<file path="config.mk">
export PLATFORM = sky130hd
export DESIGN_NAME = marker_frame_command_receiver_core
export DESIGN_NICKNAME = d
export VERILOG_FILES = /design/src/mfcr_pkg.sv /design/src/mfcr_frame.sv /design/src/marker_frame_command_receiver_core.sv
export VERILOG_INCLUDE_DIRS = /design/src /design/src/src
export SDC_FILE = /design/constraint.sdc
export NUM_CORES = 1
export LEC_CHECK = 0
export ABC_CLOCK_PERIOD_IN_PS = 9300
export CAP_MARGIN = 20
export CORE_UTILIZATION = 50
export CTS_BUF_LIST = sky130_fd_sc_hd__clkbuf_8
export DETAILED_ROUTE_END_ITERATION = 7
export DONT_BUFFER_PORTS = 1
export PLACE_DENSITY_LB_ADDON = 0.1
export SYNTH_ARGS = -nofsm -noshare
export SYNTH_HDL_FRONTEND = slang
export SYNTH_SLANG_ARGS = --single-unit
</file>
<file path="constraint.sdc">
create_clock -name clk -period 9.3 [get_ports clk]
set_clock_uncertainty 0.1 [all_clocks]
set_input_delay 1.86 -clock clk [delete_from_list [all_inputs] [get_ports clk]]
set_output_delay 1.86 -clock clk [all_outputs]
set_load 0.1 [all_outputs]
</file>
<file path="src/marker_frame_command_receiver_core_macros.svh">
// ----------------------------------------------------------------------------
// Assertion macros for the marker frame command receiver
// Concurrent assertion wrappers on clk, with and without the reset disable.
// ----------------------------------------------------------------------------
`ifndef MARKER_FRAME_COMMAND_RECEIVER_CORE_MACROS_SVH
`define MARKER_FRAME_COMMAND_RECEIVER_CORE_MACROS_SVH

// checked only while out of reset
`define MFCR_ASSERT(label, prop, msg) \
	label: assert property (@(posedge clk) disable iff (!arst_n) prop) else $error(msg);

// checked at every edge, reset included
`define MFCR_ASSERT_ALWAYS(label, prop, msg) \
	label: assert property (@(posedge clk) prop) else $error(msg);

`endif

</file>
<file path="src/mfcr_pkg.sv">
// ----------------------------------------------------------------------------
// mfcr_pkg
// Command table, kinds and shared types of the marker frame command receiver.
// ----------------------------------------------------------------------------
`default_nettype none

package mfcr_pkg;

	localparam int MAX_PAYLOAD_DEF = 7;
	localparam int NUM_CMDS        = 11;

	// command codes held in the active-command register
	localparam logic [3:0] CMD_IDLE = 4'd0;
	localparam logic [3:0] CMD_CA   = 4'd1;
	localparam logic [3:0] CMD_F5   = 4'd2;
	localparam logic [3:0] CMD_B5   = 4'd3;
	localparam logic [3:0] CMD_EA   = 4'd4;
	localparam logic [3:0] CMD_60   = 4'd5;
	localparam logic [3:0] CMD_E5   = 4'd6;
	localparam logic [3:0] CMD_E7   = 4'd7;
	localparam logic [3:0] CMD_E8   = 4'd8;
	localparam logic [3:0] CMD_E9   = 4'd9;
	localparam logic [3:0] CMD_D1   = 4'd10;
	localparam logic [3:0] CMD_D3   = 4'd11;

	// payload check kinds
	localparam logic [2:0] KIND_LINK  = 3'd0;
	localparam logic [2:0] KIND_RESET = 3'd1;
	localparam logic [2:0] KIND_SUM   = 3'd2;
	localparam logic [2:0] KIND_CTRL  = 3'd3;
	localparam logic [2:0] KIND_DATE  = 3'd4;
	localparam logic [2:0] KIND_TIME  = 3'd5;

	// decimal digit pairs folded into the date and time values
	localparam int DATE_DIGITS = 4;
	localparam int TIME_DIGITS = 3;

	localparam logic [7:0] LINK_PLAIN = 8'h01;
	localparam logic [7:0] LINK_SEND  = 8'h0F;
	localparam logic [7:0] RESET_PAT  = 8'h5F;

	typedef struct packed {
		logic [7:0] marker;
		logic [2:0] len;
		logic [2:0] kind;
		logic [1:0] nreply;
		logic [7:0] reply2;
		logic [7:0] reply1;
		logic [7:0] reply0;
	} cmd_t;

	// side-band fields, first field in the highest bits
	typedef struct packed {
		logic        reset_request;
		logic        send_request;
		logic [7:0]  control_value;
		logic        control_update;
		logic [21:0] time_value;
		logic        time_update;
		logic [27:0] date_value;
		logic        date_update;
	} flags_t;

	// completed good frame, handed from the frame engine to the reply buffer
	typedef struct packed {
		logic       fire;
		logic [1:0] nreply;
		logic [7:0] reply2;
		logic [7:0] reply1;
		logic [7:0] reply0;
		flags_t     flags;
	} frame_res_t;

	function automatic cmd_t cmd_info(input logic [3:0] code);
		cmd_t c;
		case (code)
			CMD_CA:  c = '{8'hCA, 3'd2, KIND_LINK,  2'd2, 8'h00, 8'hCA, 8'hCA};
			CMD_F5:  c = '{8'hF5, 3'd2, KIND_RESET, 2'd3, 8'hF5, 8'hF5, 8'hF5};
			CMD_B5:  c = '{8'hB5, 3'd4, KIND_CTRL,  2'd2, 8'h00, 8'hB5, 8'hB5};
			CMD_EA:  c = '{8'hEA, 3'd2, KIND_SUM,   2'd2, 8'h00, 8'hEA, 8'hEA};
			CMD_60:  c = '{8'h60, 3'd2, KIND_SUM,   2'd3, 8'h00, 8'h00, 8'h60};
			CMD_E5:  c = '{8'hE5, 3'd7, KIND_SUM,   2'd2, 8'h00, 8'hE5, 8'hE5};
			CMD_E7:  c = '{8'hE7, 3'd7, KIND_SUM,   2'd2, 8'h00, 8'hE7, 8'hE7};
			CMD_E8:  c = '{8'hE8, 3'd3, KIND_SUM,   2'd2, 8'h00, 8'hE8, 8'hE8};
			CMD_E9:  c = '{8'hE9, 3'd3, KIND_SUM,   2'd2, 8'h00, 8'hE9, 8'hE9};
			CMD_D1:  c = '{8'hD1, 3'd5, KIND_DATE,  2'd2, 8'h00, 8'hD1, 8'hD1};
			CMD_D3:  c = '{8'hD3, 3'd4, KIND_TIME,  2'd2, 8'h00, 8'hD3, 8'hD3};
			default: c = '{8'h00, 3'd2, KIND_SUM,   2'd0, 8'h00, 8'h00, 8'h00};
		endcase
		return c;
	endfunction

	// marker byte to command code; idle for unknown or over-long commands
	function automatic logic [3:0] cmd_decode(input logic [7:0] b, input int max_len);
		logic [3:0] code;
		cmd_t       c;
		code = CMD_IDLE;
		for (int i = NUM_CMDS; i >= 1; i--) begin
			c = cmd_info(4'(i));
			if (c.marker == b && int'(c.len) <= max_len) begin
				code = 4'(i);
			end
		end
		return code;
	endfunction

endpackage

`default_nettype wire

</file>
<file path="src/mfcr_frame.sv">
// ----------------------------------------------------------------------------
// mfcr_frame
// Frame engine: marker decode, payload tracking, running checksum and
// decimal value fold; flags a good frame on its last payload byte.
// ----------------------------------------------------------------------------
`default_nettype none

module mfcr_frame
	import mfcr_pkg::*;
#(
	parameter int MAX_PAYLOAD = MAX_PAYLOAD_DEF
) (
	input  wire logic       clk,
	input  wire logic       arst_n,
	input  wire logic       step,
	input  wire logic [7:0] rx_byte,
	output frame_res_t      res
);

	localparam int CNT_W = $clog2(MAX_PAYLOAD);

	logic [3:0]       cmd_q;
	logic [CNT_W-1:0] cnt_q;
	logic [7:0]       first_q;
	logic [7:0]       sum_q;
	logic [27:0]      acc_q;

	cmd_t        desc;
	logic        active;
	logic        is_last;
	logic        good;
	logic        acc_en;
	logic [34:0] acc_mul;
	logic [27:0] acc_next;
	flags_t      flags;

	assign desc    = cmd_info(cmd_q);
	assign active  = (cmd_q != CMD_IDLE) && (cmd_q <= 4'(NUM_CMDS));
	assign is_last = ((CNT_W+1)'(cnt_q) + (CNT_W+1)'(1)) == (CNT_W+1)'(desc.len);

	// acc = acc * 100 + byte
	assign acc_mul  = {7'd0, acc_q} * 35'd100;
	assign acc_next = (cnt_q == '0) ? {20'd0, rx_byte} : acc_mul[27:0] + {20'd0, rx_byte};
	assign acc_en   = (desc.kind == KIND_DATE && cnt_q < CNT_W'(DATE_DIGITS)) ||
	                  (desc.kind == KIND_TIME && cnt_q < CNT_W'(TIME_DIGITS));

	always_comb begin
		good  = 1'b0;
		flags = '0;
		case (desc.kind)
			KIND_LINK: begin
				if (first_q == LINK_PLAIN && rx_byte == LINK_PLAIN) begin
					good = 1'b1;
				end else if (first_q == LINK_SEND && rx_byte == LINK_SEND) begin
					good               = 1'b1;
					flags.send_request = 1'b1;
				end
			end
			KIND_RESET: begin
				if (first_q == RESET_PAT && rx_byte == RESET_PAT) begin
					good                = 1'b1;
					flags.reset_request = 1'b1;
				end
			end
			KIND_CTRL: begin
				if (sum_q == rx_byte) begin
					good                 = 1'b1;
					flags.control_update = 1'b1;
					flags.control_value  = first_q;
				end
			end
			KIND_DATE: begin
				if (sum_q == rx_byte) begin
					good              = 1'b1;
					flags.date_update = 1'b1;
					flags.date_value  = acc_q;
				end
			end
			KIND_TIME: begin
				if (sum_q == rx_byte) begin
					good              = 1'b1;
					flags.time_update = 1'b1;
					flags.time_value  = acc_q[21:0];
				end
			end
			default: begin
				good = (sum_q == rx_byte);
			end
		endcase
	end

	always_comb begin
		res.fire   = step && active && is_last && good;
		res.nreply = desc.nreply;
		res.reply0 = desc.reply0;
		res.reply1 = desc.reply1;
		res.reply2 = desc.reply2;
		res.flags  = flags;
	end

	always_ff @(posedge clk or negedge arst_n) begin
		if (!arst_n) begin
			cmd_q <= CMD_IDLE;
			cnt_q <= '0;
		end else if (step) begin
			if (!active) begin
				cmd_q <= cmd_decode(rx_byte, MAX_PAYLOAD);
				cnt_q <= '0;
			end else if (is_last) begin
				cmd_q <= CMD_IDLE;
				cnt_q <= '0;
			end else begin
				cnt_q <= cnt_q + CNT_W'(1);
			end
		end
	end

	// payload side: first byte, sum of bytes so far, decimal fold
	always_ff @(posedge clk) begin
		if (step && active) begin
			if (cnt_q == '0) begin
				first_q <= rx_byte;
				sum_q   <= rx_byte;
			end else begin
				sum_q <= sum_q + rx_byte;
			end
			if (acc_en) begin
				acc_q <= acc_next;
			end
		end
	end

endmodule

`default_nettype wire

</file>
<file path="src/marker_frame_command_receiver_core.sv">
// ----------------------------------------------------------------------------
// marker_frame_command_receiver_core
// Marker-framed command receiver with reply byte stream and side-band updates.
// ----------------------------------------------------------------------------
// Received bytes enter on the s_ stream (tdata = byte, tuser[0] = line error;
// errored bytes are dropped). A marker byte picks a command, its payload is
// checked against a fixed pattern or a trailing 8-bit additive checksum, and a
// good frame sends two or three reply items on the m_ stream, the last one
// tagged with tlast and carrying any date, time, control, send or reset update
// in tuser. A bad frame or unknown marker sends nothing. Each byte passes one
// input register and then the combinational frame engine, so bytes that cause
// no reply are taken one per cycle while the reply buffer can be loaded; the
// first reply item of a frame is registered in the reply buffer as its last
// byte leaves the input register. The three-entry reply buffer drains one
// item per cycle while the sink is ready, and the byte after a frame waits in
// the input register until the buffer can be loaded (empty, or its last item
// being taken). There is no clearing pass after reset.
`default_nettype none

module marker_frame_command_receiver_core
	import mfcr_pkg::*;
#(
	parameter int MAX_PAYLOAD = MAX_PAYLOAD_DEF
) (
	input  wire logic        clk,
	input  wire logic        arst_n,
	input  wire logic        s_tvalid,
	output      logic        s_tready,
	input  wire logic [7:0]  s_tdata,   // [7:0] rx_byte
	input  wire logic [7:0]  s_tuser,   // [0] rx_error, [7:1] zero
	output      logic        m_tvalid,
	input  wire logic        m_tready,
	output      logic [7:0]  m_tdata,   // [7:0] tx_byte
	output      logic        m_tlast,   // last_byte
	output      logic [63:0] m_tuser    // [0] date_update, [28:1] date_value,
	                                    // [29] time_update, [51:30] time_value,
	                                    // [52] control_update, [60:53] control_value,
	                                    // [61] send_request, [62] reset_request, [63] zero
);

	`include "marker_frame_command_receiver_core_macros.svh"

	// input register
	logic       valid_s1;
	logic [7:0] byte_s1;
	logic       err_s1;

	// reply buffer: head item in rep_q[0], rem_q items left
	logic [7:0] rep_q [3];
	logic [1:0] rem_q;
	flags_t     flags_q;

	logic       pop;
	logic       buf_free;
	logic       adv;
	logic       step;
	frame_res_t res;

	assign pop      = m_tvalid && m_tready;
	// buffer can take a new frame this edge
	assign buf_free = (rem_q == 2'd0) || (rem_q == 2'd1 && pop);
	assign adv      = valid_s1 && buf_free;
	assign step     = adv && !err_s1;
	assign s_tready = !valid_s1 || buf_free;

	always_ff @(posedge clk or negedge arst_n) begin
		if (!arst_n) begin
			valid_s1 <= 1'b0;
		end else if (s_tready) begin
			valid_s1 <= s_tvalid;
		end
	end

	always_ff @(posedge clk) begin
		if (s_tvalid && s_tready) begin
			byte_s1 <= s_tdata;
			err_s1  <= s_tuser[0];
		end
	end

	mfcr_frame #(
		.MAX_PAYLOAD(MAX_PAYLOAD)
	) u_frame (
		.clk    (clk),
		.arst_n (arst_n),
		.step   (step),
		.rx_byte(byte_s1),
		.res    (res)
	);

	always_ff @(posedge clk or negedge arst_n) begin
		if (!arst_n) begin
			rem_q <= 2'd0;
		end else if (res.fire) begin
			rem_q <= res.nreply;
		end else if (pop) begin
			rem_q <= rem_q - 2'd1;
		end
	end

	always_ff @(posedge clk) begin
		if (res.fire) begin
			rep_q[0] <= res.reply0;
			rep_q[1] <= res.reply1;
			rep_q[2] <= res.reply2;
			flags_q  <= res.flags;
		end else if (pop) begin
			rep_q[0] <= rep_q[1];
			rep_q[1] <= rep_q[2];
		end
	end

	assign m_tvalid = (rem_q != 2'd0);
	assign m_tdata  = rep_q[0];
	assign m_tlast  = (rem_q == 2'd1);
	// side-band fields only ride on the last reply item
	assign m_tuser  = m_tlast ? {1'b0, flags_q} : 64'd0;

	`MFCR_ASSERT(a_load_when_free, res.fire |-> (rem_q == 2'd0 || (rem_q == 2'd1 && pop)), "reply buffer loaded while items still pending")
	`MFCR_ASSERT(a_flags_on_last, (m_tvalid && !m_tlast) |-> (m_tuser == 64'd0), "side-band fields set on a non-final reply item")
	`MFCR_ASSERT(a_one_update, m_tvalid |-> ($countones({m_tuser[0], m_tuser[29], m_tuser[52], m_tuser[61], m_tuser[62]}) <= 1), "more than one update flag on a reply item")
	`MFCR_ASSERT_ALWAYS(a_quiet_in_reset, !arst_n |-> !m_tvalid, "reply item shown during reset")

endmodule

`default_nettype wire
</file>
# Word-level counts from Yosys, hierarchy flattened
# Memory sizes are Yosys's and may differ from the RTL's.
# Index checks and enable logic that the tools add are counted.
word_totals:
  mem_bits_rw: 24
  reg_bits: 126
  n_memories: 2
  output_inout_bits: 75
  romBits: 608
  input_bits: 20
memory_table:
  columns: ["name", "depth", "word_bits", "rd", "rd_clocked_by_memory_dff", "wr", "line", "source"]
  rows:
  - ["(no name shown)", 16, 38, 1, 0, 0, "mfcr_pkg.sv:76", "case (code)"]
  - ["rep_q", 3, 8, 3, 0, 3, "marker_frame_command_receiver_core.sv:49", "logic [7:0] rep_q [3];"]
classes:
  n_bitwise: 3
  order_cmp: 3
  n_reduce_logical: 33
  n_mul: 1
  addsub: 5
  n_eq_ne: 25
  mux: 57
op_table:
  columns: ["cell", "n"]
  rows:
  - ["$mux 40", 22]
  - ["$eq 8x8->1", 12]
  - ["$mux 63", 1]
  - ["$mux 4", 13]
  - ["$mux 8", 4]
  - ["$add 28x8->28", 1]
  - ["$mul 28x5->26 const B", 1]
  - ["$eq 8x1->1 const B", 2]
  - ["$eq 8x4->1 const B", 2]
  - ["$eq 8x7->1 const B", 2]
  - ["$logic_and 1x1->1", 14]
  - ["$mux 1", 12]
  - ["$reduce_and 2->1", 6]
  - ["$add 8x8->8", 1]
  - ["$eq 3x3->1 const B", 2]
  - ["$logic_not 3->1", 2]
  - ["$mux 3", 2]
  - ["$add 3x1->4 const B", 1]
  - ["$eq 4x3->1", 1]
  - ["$le 4x4->1 const B", 1]
  - ["$mux 2", 2]
  - ["$reduce_bool 2->1", 2]
  - ["$reduce_bool 4->1", 1]
  - ["$add 3x1->3 const B", 1]
  - ["other kinds (15)", 19]

# Depth between registers and ports, before layout
# Gate-level depths: netlist of the first run.
depth:
  depth_word: 20
  depth_mapped: 16

# By module
# A second synthesis of the first run with hierarchy kept.
hier_totals:
  hier_cells: 1034
  hier_area_um2: 10447.5
by_module_without_submodules:
  columns: ["module", "cells_each", "area_per_inst_um2", "seq_area_each_um2", "n_inst"]
  rows:
  - ["mfcr_frame", 818, 6656.4, 1496.4, 1]
  - ["marker_frame_command_receiver_core", 216, 3791.1, 2957.8, 1]

# Least setup slack after synthesis of the first run
# OpenSTA, ideal clock, no wires.
synth_path:
  path_kind: "input port to flip-flop"
  from: "input m_tready"
  to: "register u_frame.acc_q[0], enable pin"
  arrival_ns: 5.320
  setup_slack_ns: 3.396
  path_stages: 4
  required_ns: 8.716
  n_path_buf: 0
  cell_sequence: "a21oi_1 nor3b_1 nand3_1 nor4_1"
synth_via:
  elab_chain_cells: 7
synth_lines:
  columns: ["element", "line", "source"]
  rows:
  - ["start: declaration", "marker_frame_command_receiver_core.sv:32", "input wire logic m_tready,"]
  - ["$logic_and 1x1->1", "marker_frame_command_receiver_core.sv:59", "assign pop = m_tvalid && m_tready;"]
  - ["$logic_and 1x1->1", "marker_frame_command_receiver_core.sv:61", "assign buf_free = (rem_q == 2'd0) || (rem_q == 2'd1 && pop);"]
  - ["$logic_or 1x1->1", "marker_frame_command_receiver_core.sv:61", null]
  - ["$logic_and 1x1->1", "marker_frame_command_receiver_core.sv:62", "assign adv = valid_s1 && buf_free;"]
  - ["$logic_and 1x1->1", "marker_frame_command_receiver_core.sv:63", "assign step = adv && !err_s1;"]
  - ["$logic_and 1x1->1", "mfcr_frame.sv:120", "if (step && active) begin"]
  - ["$reduce_and 2->1 (no line)", null, null]
  - ["end signal: assignment", "mfcr_frame.sv:128", "acc_q <= acc_next;"]
  - ["end: declaration", "mfcr_frame.sv:26", "logic [27:0] acc_q;"]
# Every way passes these cells.
# A chain may end at the register's enable or synchronous reset.

# Worst setup path in the final report of the first run
layout_path:
  from: "register u_frame.acc_q[8]"
  to: "register u_frame.acc_q[27] (data pin)"
layout_via:
  elab_chain_cells: 2
layout_lines:
  columns: ["element", "line", "source"]
  rows:
  - ["$mul 28x5->26", "mfcr_frame.sv:42", "assign acc_mul = {7'd0, acc_q} * 35'd100;"]
  - ["$add 28x8->28", "mfcr_frame.sv:43", "assign acc_next = (cnt_q == '0) ? {20'd0, rx_byte} : acc_mul[27:0] + {20'd0, rx_byte};"]
# Every way passes these cells.

==> results of run 1 <==
## worst max-delay path by stage
stage | cells after the start | to | slack [ns] | startpoint
2_1_floorplan | 4 | u_frame.acc_q[0]$_DFFE_PP_ | 3.40 | m_tready
3_3_place_gp | 6 | flags_q[26]$_SDFFCE_PN0P_ | 4.22 | m_tready
3_5_place_dp | 6 | flags_q[26]$_SDFFCE_PN0P_ | 4.24 | m_tready
4_1_cts | 15 | u_frame.acc_q[27]$_SDFFCE_PP0P_ | 4.39 | u_frame.acc_q[6]$_DFFE_PP_
5_1_grt | 13 | u_frame.acc_q[24]$_SDFFCE_PP0P_ | 4.06 | u_frame.acc_q[2]$_DFFE_PP_
6_report | 15 | u_frame.acc_q[27]$_SDFFCE_PP0P_ | 4.40 | u_frame.acc_q[8]$_SDFFCE_PP0P_
## sequential cells by signal (all words and copies together) (netlist names)
signal           flops
u_frame.cmd_q        4
u_frame.cnt_q        3
flags_q             63
u_frame.first_q      8
err_s1               1
rep_q               17
u_frame.acc_q       28
valid_s1             1
u_frame.sum_q        8
byte_s1              8
rem_q                2
## layer usage
layer  GRT usage  routed length [µm]  part of all wire  up-vias
met3      0.0317                 920             0.043       12
met5           0                   0                 0        -
met4      0.0504                 171            0.0080        0
li1            -                   -                 -     3449
met2       0.318                9240              0.43      147
met1       0.325               11000              0.52     3322
## final cells by class
class,count,share of cell area
Multi-Input combinational cell,700,0.491
Inverter,100,0.0352
Clock buffer,18,0.0232
Timing Repair Buffer,10,0.00681
Clock inverter,14,0.0147
Sequential cell,143,0.398
Tap cell,265,0.0311
## kinds of logic after synthesis
group,Yosys count
simple gates,380
compound gates,154
buf+inv,151
flops,143
fa+ha+maj,110
xor+xnor,46
mux,9
other cells,1
## through the flow
step / hold slack (ns) / utilization
after CTS: 0.450 / 0.544
after floorplan: 0.355 / -
after detailed placement: 0.427 / 0.523
after global routing: 0.470 / 0.544
final: 0.442 / 0.544
after global placement: 0.412 / 0.523
## report_power, final
| part | switching, mW | internal, mW | total [mW] |
|---|---|---|---|
| sequential | 0.145 | 0.784 | 0.928 |
| clock | 0.258 | 0.251 | 0.509 |
| combinational | 0.318 | 0.131 | 0.449 |
## worst register-to-register path, cell delays in order (launching register included)
cell	delay (ns)
edfxtp_1	0.49
ha_1	0.32
ha_1	0.27
inv_1	0.05
fa_1	0.50
inv_1	0.05
ha_1	0.48
nand3_2	0.22
nor4_4	0.43
nor3_2	0.16
xnor2_2	0.37
nand3b_1	0.14
nor3b_1	0.37
nand3_1	0.14
or4b_1	0.52
nand4b_1	0.14
## cells in the final DEF (no fill, tap or decap), drive strengths merged, types with 19 or more instances in the layout
master,instances
and2,101
o21ai,34
clkbuf,19
edfxtp,133
a21oi,50
fa,22
nor2,72
inv,107
ha,88
nor4,33
xnor2,29
nand2,63
==> impl_metrics.toml, run 1 <==
[status]
status = "completed"

[place]
dpl_worst_slack_ns = 4.24
dpl_cell_area_mm2 = 0.0103
portBuffers = 0
placed_cells = 1217
dpl.hpwl_um = 16000
routabilityCongestion = 0.860

[final_layout]
synthToLayoutAreaGrowth_pct = 5.84
area.sequential_mm2 = 0.00424
final_area_mm2 = 0.0107
n_antenna_cell = 0
multiInputGateArea_mm2 = 0.00524
stdcell_count = 1250
fin_nets = 1102
nFillCells = 1752
layout-drive-gt1-share = 0.0751

[clock_network]
cts_inserted_buffers = 17
holdBufCountCts = 0
clock-sinks = 143
cts.htree.levels = 4
clk_pin_slew_ns = 0.08
cts_tree = "done"
cts-resized-gates = 0
cts_root_buf = "clkbuf_8"
post_cts_buffers = 0
clk_path_buf_depth = 2
clk_latency_ns = 0.45

[worst_setup_path]
critPathTopFamily = "simple AND/OR/NAND/NOR gates"
cp-end-kind = "flop"
crit_required_ns = 9.49
r2r_slack_ns = 4.40
critPathLaunchType = "flop"
crit_fanout = 11
critPathBufInv = 2
max_stage_delay_ns = 0.52
r2r-start = "u_frame.acc_q[8]$_SDFFCE_PP0P_"
arrival_ns = 5.09
cpMostUsedCell = "ha_1"
rr_endpoint = "u_frame.acc_q[27]$_SDFFCE_PP0P_"
cp_slowest_cell = "or4b_1"
path_class = "flop to flop"
path_cells = "ha_1 -> ha_1 -> inv_1 -> fa_1 -> inv_1 -> ha_1 -> nand3_2 -> nor4_4 -> nor3_2 -> xnor2_2 -> nand3b_1 -> nor3b_1 -> nand3_1 -> or4b_1 -> nand4b_1"
r2r_cells = 15

[grt]
antenna_found_initial = 0
grt_start_max_net_pins = 49
gr-total-overflow = 0
grt_pass1_wl_um = 33500
grt_pass1_vias = 6346
grtUsageTotal = 0.214

[logic_synthesis]
synthArstFlopShare = 0.0699
synth_top_family_by_area = "simple AND/OR/NAND/NOR gates"
synth_compound_area_frac = 0.106
synth_mux_area_frac = 0.00956
yosys.area_share.simple = 0.209
synth-edff-count = 133
syn-num-nets = 1124
synth_seq_cells = 143
syn_area_per_cell_um2 = 10.1
yosysMostFrequentCell = "edfxtp_1"
synth_seq_area_share = 0.421
synth.cells.most_frequent = "edfxtp_1 (133), and2_1 (101), inv_1 (100), ha_1 (88), nor2_1 (72)"
yosysWarnings = 0
synth_cell_types = 82
synth-main-ff-cell = "edfxtp_1"
yosysTopAreaCellShare = 0.396
synth_fa_ha_area_frac = 0.153
synth_xor_area_frac = 0.0407
synthTopCellsByArea = "edfxtp_1 (40%), ha_1 (11%), and2_1 (6.3%), fa_1 (4.4%), inv_1 (3.7%)"
syn_area_mm2 = 0.0101
syn-instance-count = 994
synth_top_area_cell = "edfxtp_1"

[drt]
vias = 6930
first_pass_iters = 5
drt_iter0_drc = 403
routedWlPerCell_um = 17.1
viasPerCell = 5.54
antenna_left = 0
drc = 0
routed_wl_um = 21400

[timing]
fin_ws_ns = 4.40
worst_pin_slew_ns = 1.00
hold_viol = 0
finalCritPeriodShare = 0.527
setup_violations = 0
timing.fmax_mhz = 204
tns_ns = 0
drv_slew = 0
rsz0062_at_grt = "false"
slew_headroom = 0.330
period_minus_slack_ns = 4.90

[power]
power_mw = 1.89
p_per_area_mw_per_mm2 = 177
peakVddDrop_mv = 0.0961
p_leak_nw = 4.40

[floorplan]
io_pins = 95
start_util = 0.514
die_w_um = 144
core_mm2 = 0.0196
dieHeight_um = 144
die-area_mm2 = 0.0207
fp-row-count = 51

[min_path]
min_from = "u_frame.acc_q[27]$_SDFFCE_PP0P_"
hold_depth = 1
hold_path.class = "flop to flop"
min_to = "flags_q[28]$_SDFFCE_PN0P_"

[flow_run]
cap_violations = 0
No activity file was read; power rests on OpenSTA's default activity.
==> run 2, diff against run 1 <==
--- a/config.mk
+++ b/config.mk
@@ -6,7 +6,8 @@
 export SDC_FILE = /design/constraint.sdc
 export NUM_CORES = 1
 export LEC_CHECK = 0
-export ABC_CLOCK_PERIOD_IN_PS = 9300
+export ABC_AREA = 1
+export ABC_CLOCK_PERIOD_IN_PS = 4890
 export CAP_MARGIN = 20
 export CORE_UTILIZATION = 50
 export CTS_BUF_LIST = sky130_fd_sc_hd__clkbuf_8
==> constraint.sdc (replaced) <==
create_clock -name clk -period 4.89 [get_ports clk]
set_clock_uncertainty 0.1 [all_clocks]
set_input_delay 0.978 -clock clk [delete_from_list [all_inputs] [get_ports clk]]
set_output_delay 0.978 -clock clk [all_outputs]
set_load 0.1 [all_outputs]
==> impl_metrics.toml, run 2 <==
[status]
status = "completed"

[clock_network]
post_cts_buffers = 0
cts-resized-gates = 0
clk_path_buf_depth = 2
clk_pin_slew_ns = 0.09
clock-sinks = 143
cts_root_buf = "clkbuf_8"
cts_tree = "done"
holdBufCountCts = 0
clk_latency_ns = 0.45
cts_inserted_buffers = 17
cts.htree.levels = 4

[final_layout]
layout-drive-gt1-share = 0.0646
stdcell_count = 1585
layout_commonest_cell = "nand2_1"
largestRegisters = "flags_q (63), u_frame.acc_q (28), rep_q (17)"
n_antenna_cell = 0
final_area_mm2 = 0.0110
final_core_util = 0.544
synthToLayoutAreaGrowth_pct = 6.43
fin_nets = 1432
regMostFlops = "flags_q"
layout_common_cells = "nand2_1 (336), inv_1 (295), nor2_1 (136)"
largest_reg_flops = 63

[min_path]
hold_path.class = "primary input to async pin"

[drt]
antenna_left = 0
routedWlPerCell_um = 14.6
vias = 7898
routed_wl_um = 23200
viasPerCell = 4.98
drt_iter0_drc = 533
drc = 0
first_pass_iters = 4

[grt]
grt_pass1_vias = 7101
antenna_found_initial = 0
gr-total-overflow = 0
grtUsageTotal = 0.224
grt_pass1_wl_um = 37200
grt_start_max_net_pins = 56

[logic_synthesis]
yosysTopAreaCellShare = 0.385
synthTopCellsByArea = "edfxtp_1 (39%), nand2_1 (12%), inv_1 (11%), ha_1 (11%), nor2_1 (4.9%)"
synth_xor_area_frac = 0.0101
synth-main-ff-cell = "edfxtp_1"
synth_top_family_by_area = "simple AND/OR/NAND/NOR gates"
synth_cell_types = 49
yosys.area_share.simple = 0.249
synthArstFlopShare = 0.0699
syn-num-nets = 1434
yosysWarnings = 0
synth_top_area_cell = "edfxtp_1"
syn-instance-count = 1304
synth-edff-count = 133
synth_compound_area_frac = 0.0597
syn_area_per_cell_um2 = 7.95
synth_seq_area_share = 0.409
synth.cells.most_frequent = "nand2_1 (336), inv_1 (296), nor2_1 (136), edfxtp_1 (133), ha_1 (88)"
synth_mux_area_frac = 0
synth_fa_ha_area_frac = 0.149
yosysMostFrequentCell = "nand2_1"
synth_seq_cells = 143
syn_area_mm2 = 0.0104

[timing]
holdWs_ns = 0.114
fin_ws_ns = 0.643
slew_headroom = 0.360
finalCritPeriodShare = 0.869
hold_viol = 0
worst_pin_slew_ns = 0.957
tns_ns = 0
rsz0062_at_grt = "false"
drv_slew = 0
period_minus_slack_ns = 4.25
setup_violations = 0
timing.fmax_mhz = 235

[power]
p_sw_frac = 0.410
p_int_mw = 2.29
p_leak_nw = 5.84
p_per_area_mw_per_mm2 = 352
seqPwrFrac = 0.462
clkPwrFrac = 0.247
peakVddDrop_mv = 0.179
power.switching_mw = 1.59
power_mw = 3.88
p_comb_frac = 0.291

[floorplan]
start_util = 0.511
dieHeight_um = 146
io_pins = 95
die-area_mm2 = 0.0213
fp-row-count = 52
core_mm2 = 0.0203
die_w_um = 146

[place]
portBuffers = 0
placed_cells = 1553
routabilityCongestion = 0.882
dpl.hpwl_um = 18200
dpl_worst_slack_ns = 0.676
dpl_cell_area_mm2 = 0.0106

[worst_setup_path]
crit_required_ns = 5.00
crit_fanout = 5
critPathLaunchType = "flop"
path_class = "flop to flop"
cp-end-kind = "flop"
arrival_ns = 4.36

[flow_run]
cap_violations = 0
-- run 2: changes by cell type in the layout (fill, tap and decap cells not counted), moves of 9 or more --
| cell | before | now |
|---|---|---|
| and2_1 | 101 | 1 |
| inv_1 | 101 | 295 |
| nand2_1 | 63 | 336 |
| nand2_2 | 0 | 12 |
| nand3_1 | 16 | 59 |
| nor2_1 | 72 | 136 |
| nor2b_1 | 9 | 0 |
| nor4_1 | 30 | 6 |
| xnor2_1 | 28 | 5 |
| xor2_1 | 17 | 7 |
-- run 2: kinds of logic (layout without fill, tap and decap cells) --
family          Yosys count  in the layout
fa+ha+maj               110            110
simple gates            603            603
compound gates          107            107
other cells               1              1
xor+xnor                 12             12
flops                   143            143
buf+inv                 328            339
-- run 2: final cells by class --
| type | instances | area (µm²) |
|---|---|---|
| Clock inverter | 15 | 161 |
| Clock buffer | 17 | 234 |
| Multi-Input combinational cell | 833 | 4880 |
| Sequential cell | 143 | 4240 |
| Timing Repair Buffer | 4 | 42.5 |
| Fill cell | 1959 | 9260 |
| Inverter | 303 | 1140 |
| Tap cell | 270 | 338 |
-- run 2: worst max-delay path, stage by stage (launching register included) --
cell,delay (ns)
edfxtp_1,0.47
ha_1,0.33
ha_1,0.29
ha_1,0.29
inv_1,0.06
fa_1,0.53
inv_1,0.04
ha_1,0.34
nand2_1,0.09
nor2_1,0.09
nand2_1,0.05
nand3_1,0.11
nand3_1,0.15
nor2_1,0.33
nand2_2,0.14
nor2_4,0.16
nand3_2,0.11
nor2_2,0.14
nand3_1,0.08
nand2_1,0.07
nor2_1,0.04
-- run 2: metal layers --
layer,wire [µm],GRT usage,vias to the layer above
met2,9660,0.326,216
met5,0,0,-
met1,12200,0.354,3583
li1,-,-,4086
met3,1120,0.0325,13
met4,155,0.0448,0
-- run 2: path summary, 6_finish.rpt --
| path | end | slack (ns) | depth (start not counted) | start |
|---|---|---|---|---|
| worst max-delay path | u_frame.acc_q[26]$_SDFFCE_PP0P_ | 0.64 | 20 | u_frame.acc_q[1]$_DFFE_PP_ |
| worst min-delay path | rem_q[1]$_DFFE_PN0P_ | 0.11 | 0 | arst_n |
| worst max register to register | u_frame.acc_q[26]$_SDFFCE_PP0P_ | 0.64 | 20 | u_frame.acc_q[1]$_DFFE_PP_ |
| worst min register to register | rep_q[0][2]$_DFFE_PP_ | 0.41 | 2 | rep_q[0][10]$_DFFE_PP_ |
| max in group asynchronous | u_frame.cmd_q[0]$_DFFE_PN0P_ | 4.50 | 0 | arst_n |
| min in group clk | rep_q[0][2]$_DFFE_PP_ | 0.41 | 2 | rep_q[0][10]$_DFFE_PP_ |
-- run 2: power by group through the flow --
stage	sequential (mW)	clock (mW)	combinational (mW)
final	1.79	0.959	1.13
after global routing	1.81	1.02	1.26
after CTS	1.80	0.974	1.13
after detailed placement	1.82	0	1.13
after global placement	1.82	0	1.10
after floorplan	1.62	0	1.10
